### config.mk
export PLATFORM = sky130hd
export DESIGN_NAME = utf16_to_koi8r_encoder
export DESIGN_NICKNAME = d
export VERILOG_FILES = /design/src/design/u2k_pkg.sv /design/src/design/utf16_to_koi8r_encoder.sv
export VERILOG_INCLUDE_DIRS = /design/src /design/src/design
export SDC_FILE = /design/constraint.sdc
export NUM_CORES = 1
export LEC_CHECK = 0
export ABC_AREA = 1
export BUFFER_PORTS_ARGS = -buffer_cell sky130_fd_sc_hd__buf_2
export CAP_MARGIN = 20
export CORE_MARGIN = 1
export CORE_UTILIZATION = 55
export DETAILED_ROUTE_END_ITERATION = 7
export PLACE_DENSITY = 0.73
export SLEW_MARGIN = 20
export SYNTH_ARGS = -nofsm -noshare
export SYNTH_HDL_FRONTEND = slang
export SYNTH_SLANG_ARGS = --single-unit
### constraint.sdc
create_clock -name i_clk -period 2.9 [get_ports i_clk]
set_clock_uncertainty 0.05 [all_clocks]
set_input_delay 0.58 -clock i_clk [delete_from_list [all_inputs] [get_ports i_clk]]
set_output_delay 0.58 -clock i_clk [all_outputs]
set_load 0.005 [all_outputs]
### src/design/utf16_to_koi8r_encoder_assert.svh
// Assertion macros shared by the UTF-16 to KOI8-R encoder RTL.
`ifndef UTF16_TO_KOI8R_ENCODER_ASSERT_SVH
`define UTF16_TO_KOI8R_ENCODER_ASSERT_SVH

// Same-cycle implication, checked only while the block is out of reset.
`define U2K_ASSERT_SAME(label, clk, rst_n, ante, cons, msg) \
    label: assert property (@(posedge clk) disable iff (!(rst_n)) (ante) |-> (cons)) \
        else $error(msg);

// Next-cycle implication, checked only while the block is out of reset.
`define U2K_ASSERT_NEXT(label, clk, rst_n, ante, cons, msg) \
    label: assert property (@(posedge clk) disable iff (!(rst_n)) (ante) |=> (cons)) \
        else $error(msg);

`endif

### src/design/u2k_pkg.sv
// Package with the KOI8-R lookup tables and the code unit conversion function.
`timescale 1ns / 1ps
`default_nettype none

package u2k_pkg;

    localparam int CODE_W       = 16;
    localparam int BYTE_W       = 8;
    localparam int SYMBOL_COUNT = 64;
    localparam int LETTER_COUNT = 64;
    localparam int LETTER_IDX_W = $clog2(LETTER_COUNT);

    localparam logic [CODE_W-1:0] ASCII_LAST   = 16'h007F;
    localparam logic [CODE_W-1:0] LETTER_FIRST = 16'h0410;
    localparam logic [CODE_W-1:0] LETTER_LAST  = 16'h044F;
    localparam logic [BYTE_W-1:0] HIGH_BASE    = 8'h80;
    localparam logic [BYTE_W-1:0] SPACE_BYTE   = 8'h20;

    localparam logic [BYTE_W-1:0] LETTER_MAP [LETTER_COUNT] = '{
        8'hE1, 8'hE2, 8'hF7, 8'hE7, 8'hE4, 8'hE5, 8'hF6, 8'hFA,
        8'hE9, 8'hEA, 8'hEB, 8'hEC, 8'hED, 8'hEE, 8'hEF, 8'hF0,
        8'hF2, 8'hF3, 8'hF4, 8'hF5, 8'hE6, 8'hE8, 8'hE3, 8'hFE,
        8'hFB, 8'hFD, 8'hFF, 8'hF9, 8'hF8, 8'hFC, 8'hE0, 8'hF1,
        8'hC1, 8'hC2, 8'hD7, 8'hC7, 8'hC4, 8'hC5, 8'hD6, 8'hDA,
        8'hC9, 8'hCA, 8'hCB, 8'hCC, 8'hCD, 8'hCE, 8'hCF, 8'hD0,
        8'hD2, 8'hD3, 8'hD4, 8'hD5, 8'hC6, 8'hC8, 8'hC3, 8'hDE,
        8'hDB, 8'hDD, 8'hDF, 8'hD9, 8'hD8, 8'hDC, 8'hC0, 8'hD1
    };

    // Entry i holds the code point that encodes as byte 0x80 + i.
    localparam logic [CODE_W-1:0] SYMBOL_POINTS [SYMBOL_COUNT] = '{
        16'h2500, 16'h2502, 16'h250C, 16'h2510, 16'h2514, 16'h2518, 16'h251C, 16'h2524,
        16'h252C, 16'h2534, 16'h253C, 16'h2580, 16'h2584, 16'h2588, 16'h258C, 16'h2590,
        16'h2591, 16'h2592, 16'h2593, 16'h2320, 16'h25A0, 16'h2219, 16'h221A, 16'h2248,
        16'h2264, 16'h2265, 16'h00A0, 16'h2321, 16'h00B0, 16'h00B2, 16'h00B7, 16'h00F7,
        16'h2550, 16'h2551, 16'h2552, 16'h0451, 16'h2553, 16'h2554, 16'h2555, 16'h2556,
        16'h2557, 16'h2558, 16'h2559, 16'h255A, 16'h255B, 16'h255C, 16'h255D, 16'h255E,
        16'h255F, 16'h2560, 16'h2561, 16'h0401, 16'h2562, 16'h2563, 16'h2564, 16'h2565,
        16'h2566, 16'h2567, 16'h2568, 16'h2569, 16'h256A, 16'h256B, 16'h256C, 16'h00A9
    };

    // The symbol points are all distinct, so at most one compare hits and the
    // matching byte codes can simply be ORed together.
    function automatic logic [BYTE_W-1:0] to_koi8r(input logic [CODE_W-1:0] cu);
        logic [LETTER_IDX_W-1:0] letter_idx;
        logic [BYTE_W-1:0]       sym_byte;
        logic                    sym_hit;
        logic [BYTE_W-1:0]       result;
        letter_idx = cu[LETTER_IDX_W-1:0] - LETTER_FIRST[LETTER_IDX_W-1:0];
        sym_byte   = '0;
        sym_hit    = 1'b0;
        for (int i = 0; i < SYMBOL_COUNT; i++) begin
            if (SYMBOL_POINTS[i] == cu) begin
                sym_hit  = 1'b1;
                sym_byte = sym_byte | (HIGH_BASE | BYTE_W'(i));
            end
        end
        if (cu <= ASCII_LAST) begin
            result = cu[BYTE_W-1:0];
        end else if (cu >= LETTER_FIRST && cu <= LETTER_LAST) begin
            result = LETTER_MAP[letter_idx];
        end else if (sym_hit) begin
            result = sym_byte;
        end else begin
            result = SPACE_BYTE;
        end
        return result;
    endfunction

endpackage

`default_nettype wire

### src/design/utf16_to_koi8r_encoder.sv
// Top level of the UTF-16 code unit to KOI8-R byte encoder.
`timescale 1ns / 1ps
`default_nettype none
`include "utf16_to_koi8r_encoder_assert.svh"

// Converts one UTF-16 code unit per word into one KOI8-R byte. ASCII passes
// through, Cyrillic letters and a fixed set of box-drawing and symbol
// characters map to their KOI8-R codes, and anything else becomes a space.
// The block takes one word every clock cycle while it is not stalled, and each
// byte passes from the input register to the result register, with the table
// lookup between them. The result register lets a new word enter while a
// finished byte still waits, and back pressure on the output reaches the input
// only once both registers are full.
module utf16_to_koi8r_encoder (
    input  wire                               i_clk,
    input  wire                               i_rst_n,
    input  wire                               s_axis_tvalid,
    output logic                              s_axis_tready,
    input  wire  [u2k_pkg::CODE_W-1:0]        s_axis_tdata,   // [15:0] code_unit
    output logic                              m_axis_tvalid,
    input  wire                               m_axis_tready,
    output logic [u2k_pkg::BYTE_W-1:0]        m_axis_tdata    // [7:0] koi8r_byte
);

    logic                        r_in_valid;
    logic                        n_in_valid;
    logic [u2k_pkg::CODE_W-1:0]  r_code;
    logic                        r_out_valid;
    logic                        n_out_valid;
    logic [u2k_pkg::BYTE_W-1:0]  r_byte;
    logic                        out_free;
    logic                        in_free;
    logic                        in_take;

    assign out_free = !r_out_valid || m_axis_tready;
    assign in_free  = !r_in_valid || out_free;
    assign in_take  = s_axis_tvalid && in_free;

    assign s_axis_tready = in_free;
    assign m_axis_tvalid = r_out_valid;
    assign m_axis_tdata  = r_byte;

    always_comb begin
        n_in_valid  = in_free ? s_axis_tvalid : r_in_valid;
        n_out_valid = out_free ? r_in_valid : r_out_valid;
    end

    always_ff @(posedge i_clk) begin
        if (!i_rst_n) begin
            r_in_valid  <= 1'b0;
            r_out_valid <= 1'b0;
        end else begin
            r_in_valid  <= n_in_valid;
            r_out_valid <= n_out_valid;
        end
    end

    always_ff @(posedge i_clk) begin
        if (in_take) begin
            r_code <= s_axis_tdata;
        end
        if (out_free && r_in_valid) begin
            r_byte <= u2k_pkg::to_koi8r(r_code);
        end
    end

    `U2K_ASSERT_NEXT(a_take_fills_input, i_clk, i_rst_n, in_take, r_in_valid,
        "Accepted word did not reach the input register.")
    `U2K_ASSERT_NEXT(a_move_fills_output, i_clk, i_rst_n, r_in_valid && out_free,
        m_axis_tvalid, "Word in the input register did not reach the output.")
    `U2K_ASSERT_SAME(a_full_blocks_input, i_clk, i_rst_n,
        r_in_valid && r_out_valid && !m_axis_tready, !s_axis_tready,
        "Input accepted while both registers were full and stalled.")
    `U2K_ASSERT_NEXT(a_ascii_passes, i_clk, i_rst_n,
        r_in_valid && out_free && (r_code <= u2k_pkg::ASCII_LAST),
        m_axis_tdata == $past(r_code[u2k_pkg::BYTE_W-1:0]),
        "ASCII code unit was not passed through unchanged.")

endmodule

`default_nettype wire

# --- Word level (Yosys, flattened, before mapping) ---
# Memories as Yosys holds them, arrays and structs flattened.
# Index checks and enable logic that the tools add are counted.
# W data, S select, Z words.
totals:
  regBits: 26
  romBits: 512
  input_bits: 20
  output_inout_bits: 10
  elab_cells: 349
  mem_count: 1
mem_list:
  columns: ["memory", "words", "width", "rd", "rd_clocked_by_memory_dff", "write_ports", "line_no", "rtl"]
  rows:
  - ["(no name shown)", 64, 8, 1, 0, 0, "u2k_pkg.sv:61", "result = LETTER_MAP[letter_idx];"]
classes:
  n_addsub: 1
  n_lt_le_gt_ge: 4
  n_eq_ne: 64
  n_mux: 267
  bitwise: 1
  n_reduce_logical: 7
ops:
  columns: ["cell", "count"]
  rows:
  - ["$mux W8", 139]
  - ["$eq A14 B16 Y1 const A", 56]
  - ["$mux W1", 128]
  - ["$eq A8 B16 Y1 const A", 6]
  - ["$eq A11 B16 Y1 const A", 2]
  - ["$ge A16 B11 Y1 const B", 1]
  - ["$le A16 B11 Y1 const B", 1]
  - ["$le A16 B7 Y1 const B", 1]
  - ["$ge A7 B7 Y1 const B", 1]
  - ["$not A6 Y7", 1]
  - ["$sub A6 B5 Y6 const B", 1]
  - ["$logic_and A1 B1 Y1", 3]
  - ["$logic_not A1 Y1", 2]
  - ["$logic_or A1 B1 Y1", 2]

# --- Longest topological paths before layout ---
depth:
  word_depth: 139
  depth_mapped: 14
  ltp_nobuf: 14

# --- Worst setup path before layout ---
# No wires, ideal clock.
synth_path:
  path_type: "register to register"
  start: "register r_code[4] in the netlist's numbering"
  end: "register r_byte, in the netlist m_axis_tdata[7] (data pin)"
  setup_ps: 260
  arrival_time_ps: 1746
  required_time_ps: 2590
  path_slack_ps: 844
  path_stages_with_launch: 13
  n_path_buf: 0
  path_cell_list: "edfxtp_1 clkinv_1 ha_1 nand3_1 inv_1 nand2_1 nor2_1 nor2_1 nand2_1 nor2_1 nand2_1 nor2_1 nand3_1"
synth_via:
  elab_chain_len: 138
  elab_cells_between_ends: 338
  classes_between: "1 x add/sub; 3 x order compare; 64 x eq/ne; 267 x mux; 1 x bitwise; 1 x reduce/logical; 1 x memory"
synth_rtl:
  columns: ["item", "line_no", "rtl"]
  rows:
  - ["start: declaration", "utf16_to_koi8r_encoder.sv:27", "logic [u2k_pkg::CODE_W-1:0] r_code;"]
  - ["start signal: assignment", "utf16_to_koi8r_encoder.sv:60", "r_code <= s_axis_tdata;"]
  - ["$eq A14 B16 Y1", "u2k_pkg.sv:53", "if (SYMBOL_POINTS[i] == cu) begin"]
  - ["$mux W8 or $mux W1 (tied branches)", "u2k_pkg.sv:53", null]
  - ["$mux W8 or $mux W1 (tied branches)", "utf16_to_koi8r_encoder.sv:62", "if (out_free && r_in_valid) begin"]
  - ["$mux W8 or $mux W1 (tied branches)", "u2k_pkg.sv:53", null]
  - ["$mux W8 or $mux W1 (tied branches)", "utf16_to_koi8r_encoder.sv:62", null]
  - ["$mux W8 or $mux W1 (tied branches)", "u2k_pkg.sv:53", null]
  - ["$mux W8 or $mux W1 (tied branches)", "utf16_to_koi8r_encoder.sv:62", null]
  - ["$mux W8 or $mux W1 (tied branches)", "u2k_pkg.sv:53", null]
  - ["[... 122 more ...]", null, null]
  - ["$mux W8", "u2k_pkg.sv:60", "end else if (cu >= LETTER_FIRST && cu <= LETTER_LAST) begin"]
  - ["$mux W8", "u2k_pkg.sv:58", "if (cu <= ASCII_LAST) begin"]
  - ["$mux W8", "utf16_to_koi8r_encoder.sv:62", null]
  - ["$mux W8", "u2k_pkg.sv:60", null]
  - ["$mux W8", "u2k_pkg.sv:58", null]
  - ["$mux W8", "utf16_to_koi8r_encoder.sv:62", null]
  - ["$mux W8 (*)", "u2k_pkg.sv:58", null]
  - ["$mux W8 (*)", "utf16_to_koi8r_encoder.sv:62", null]
  - ["end signal: assignment", "utf16_to_koi8r_encoder.sv:63", "r_byte <= u2k_pkg::to_koi8r(r_code);"]
  - ["end: declaration", "utf16_to_koi8r_encoder.sv:30", "logic [u2k_pkg::BYTE_W-1:0] r_byte;"]
# Mark *: on every way between the ends. The rest lies on a longest branch, timed or not. The select of a mux whose other input is x is not followed.
# A chain may end at the register's enable or synchronous reset.

# --- Final worst setup path ---
# Same ends and word-level chain as after synthesis.

==> run_results.csv <==
group,metric,value,unit
finish,fin_cells,510,
finish,antenna_cells,0,
timing,slew_viol_final,0,
cts,post-cts-setup-buffers,0,
yosys,synthesis.nets,459,
timing,slew_headroom,0.491,
worst_setup_path,cp_max_fo,10,
cts,cts-resized-gates,0,
cts,clock_path_buffers,2,
pwr,p_leak,1.57,nW
job,drv_cap,0,
drt,drt_iter0_markers,296,
worst_setup_path,cp.required,2.89,ns
yosys,synthCells,428,
timing,fin_crit_sh,0.869,
pwr,p_seq_frac,0.504,
pwr,cellPowerDensity,318,nW/µm²
yosys,synth_cell_type_count,26,
pwr,switchingPower,0.000233,W
timing,rsz0062_at_grt,"false",
global_route,grt_pass1_vias,2639,
yosys,synthSimpleGateAreaFrac,0.457,
pwr,p_int,0.000662,W
timing,fin_crit,2.52,ns
worst_setup_path,crit_path_end_kind,"flop",
timing,tns,0,ns
yosys,synthXorXnorAreaFrac,0,
cts,clkSlewWorstSetupHoldPaths,0.10,ns
floorplan,placementRows,24,
finish,area_delta_synth_final,10.2,%
yosys,synth_compound_area_frac,0.0848,
yosys,synth_fa_ha_area_frac,0.0539,
worst_setup_path,cp.arrival,2.51,ns
cts,postCtsHoldBufs,0,
cts,cts_tree,"built",
pwr,clkPwrFrac,0.337,
pwr,p_sw_frac,0.261,
floorplan,die_w,70.1,µm
timing,setup_ws,0.381,ns
finish,nNetsFinal,490,
drt,wire_per_inst,14.1,µm
drt,drt-vias-per-instance,5.69,
drt,drtAntennaViolNets,0,
min_path,hold_path_class,"input port to flop",
yosys,synth_top_family_by_area,"simple AND/OR/NAND/NOR gates",
floorplan,core,4410,µm²
finish,drive_above_1_share,0.124,
placement,dp.cells,506,
yosys,syn_area_per_cell,5.97,µm²
placement,place_ws,0.452,ns
timing,max_clock_freq,397,MHz
cts,numClockSinks,26,
global_route,grt_pass1_wl,11.8,mm
cts,clk-insertion-delay-late,0.28,ns
floorplan,die-area,4920,µm²
yosys,ys_seq_area_frac,0.298,
floorplan,io_pins,30,
drt,post-route-drc-count,0,
cts,cts_htree_levels,1,
yosys,ys_ff_latch,26,
timing,worst_slew_pin_slew,0.764,ns
placement,place_hpwl,5.91,mm
timing,finalSetupViolCount,0,
drt,finalWirelength,7.20,mm
floorplan,start_util,0.579,
placement,gp_congestion,1.05,
cts,root_buffer,"clkbuf_8",
yosys,synthMuxAreaShare,0,
worst_setup_path,start_kind,"flop",
floorplan,chipHeight,70.1,µm
drt,drt-pass1-iter-count,8,
placement,numPortBuffers,29,
pwr,peakVddDrop,0.256,mV
finish,final_cell_area,2810,µm²
pwr,p_comb_frac,0.159,
global_route,grt_max_degree,20,
worst_setup_path,worstSetupPathType,"flop to flop",
global_route,grt_use_total,0.312,
global_route,antenna_found_initial,0,
yosys,ys_warn_count,0,
global_route,grt_overflow,0,
finish,fillCellCount,444,
drt,vias,2904,
placement,dpl_cell_area,2740,µm²
outcome,outcome,"complete, no violations",
yosys,synth_area,2550,µm²
cts,cts_buffers,3,
timing,finalHoldViolCount,0,
[layout by cell type (no fill, tap or decap), drive strengths merged, types with 9 or more instances in the layout]
cell type,instances
nand2,150
nor2,85
inv,64
nand3,36
buf,30
edfxtp,24
o21ai,24
a21oi,12
ha,11
nand4,9
[metal layers]
| metal | vias up | wire [µm] | global-route usage | share of wire |
|---|---|---|---|---|
| met5 | - | 0 | 0 | 0 |
| met4 | 0 | 550 | 0.216 | 0.076 |
| met3 | 52 | 676 | 0.0462 | 0.094 |
| met2 | 192 | 3100 | 0.489 | 0.43 |
| met1 | 1243 | 2870 | 0.394 | 0.40 |
| li1 | 1417 | - | - | - |
[power by group through the flow]
stage	logic [W]	clock network, W	registers (W)
detailed placement	0.000138	0	0.000460
CTS	0.000138	0.000301	0.000451
floorplan	0.000102	0	0.000451
finish	0.000142	0.000302	0.000452
global route	0.000158	0.000314	0.000455
global placement	0.000139	0	0.000459
[critical path: stages (launching register included)]
cell      delay, ns
edfxtp_1       0.49
clkinv_1       0.30
ha_1           0.34
nand3_1        0.25
inv_1          0.14
nand2_1        0.11
nor2_1         0.05
nor2_1         0.17
nand2_1        0.07
nor2_1         0.09
nand2_1        0.06
nor2_1         0.08
nand3_1        0.07
[kinds of logic (layout without fill, tap and decap cells)]
group | after synthesis | count (layout)
compound gates | 41 | 41
fa+ha+maj | 11 | 11
buf+inv | 69 | 99
flops | 26 | 26
simple gates | 281 | 281
[stage by stage]
stage	total power, W	util	hold WS, ns
2_1_floorplan	0.000552	-	0.398
3_3_place_gp	0.000598	0.621	0.404
3_5_place_dp	0.000598	0.621	0.420
4_1_cts	0.000890	0.637	0.419
5_1_grt	0.000927	0.637	0.408
6_report	0.000896	0.637	0.413
[final timing paths]
check	from	endpoint	slack, ns	cells after the start
worst max-delay path	r_code[4]$_DFFE_PP_	m_axis_tdata[7]$_DFFE_PP_	0.38	12
worst min-delay path	s_axis_tdata[1]	r_code[1]$_DFFE_PP_	0.41	1
worst max register to register	r_code[4]$_DFFE_PP_	m_axis_tdata[7]$_DFFE_PP_	0.38	12
worst min register to register	r_in_valid$_SDFFE_PN0N_	m_axis_tvalid$_SDFFE_PN0P_	0.44	2
[registers in the layout, summed over array words and instances, names as in the netlist]
register,count
m_axis_tvalid,1
r_code,16
m_axis_tdata,8
r_in_valid,1
[synth_stat cells]
cell,instances,area [µm²]
edfxtp_1,24,721
o21ai_1,6,30.0
nand2_2,2,12.5
nor2_2,2,12.5
o22ai_1,2,12.5
a21oi_1,12,60.1
nor3_1,1,5.00
o21ai_0,18,90.1
o221ai_1,1,8.76
inv_2,14,52.6
ha_1,11,138
nand3_1,34,170
nand4_1,9,56.3
inv_1,50,188
o211ai_1,1,7.51
nand3_2,2,20.0
buf_2,2,10.0
nand2_4,1,11.3
dfxtp_1,2,40.0
nor2_1,81,304
buf_6,1,11.3
nand2_1,147,552
buf_4,1,7.51
a21boi_0,1,7.51
nor2_4,2,22.5
clkinv_1,1,3.75
[final cells by class]
cell class              count  area (µm²)  share of cell area
multi-input cells         333        1520               0.540
flip-flops and latches     26         761               0.270
inverters                  65         244              0.0867
repair buffers             30         153              0.0542
well taps                  52        65.1              0.0231
clock buffers               3        41.3              0.0147
clock inverters             1        30.0              0.0107
(Power assumes the default switching activity.)
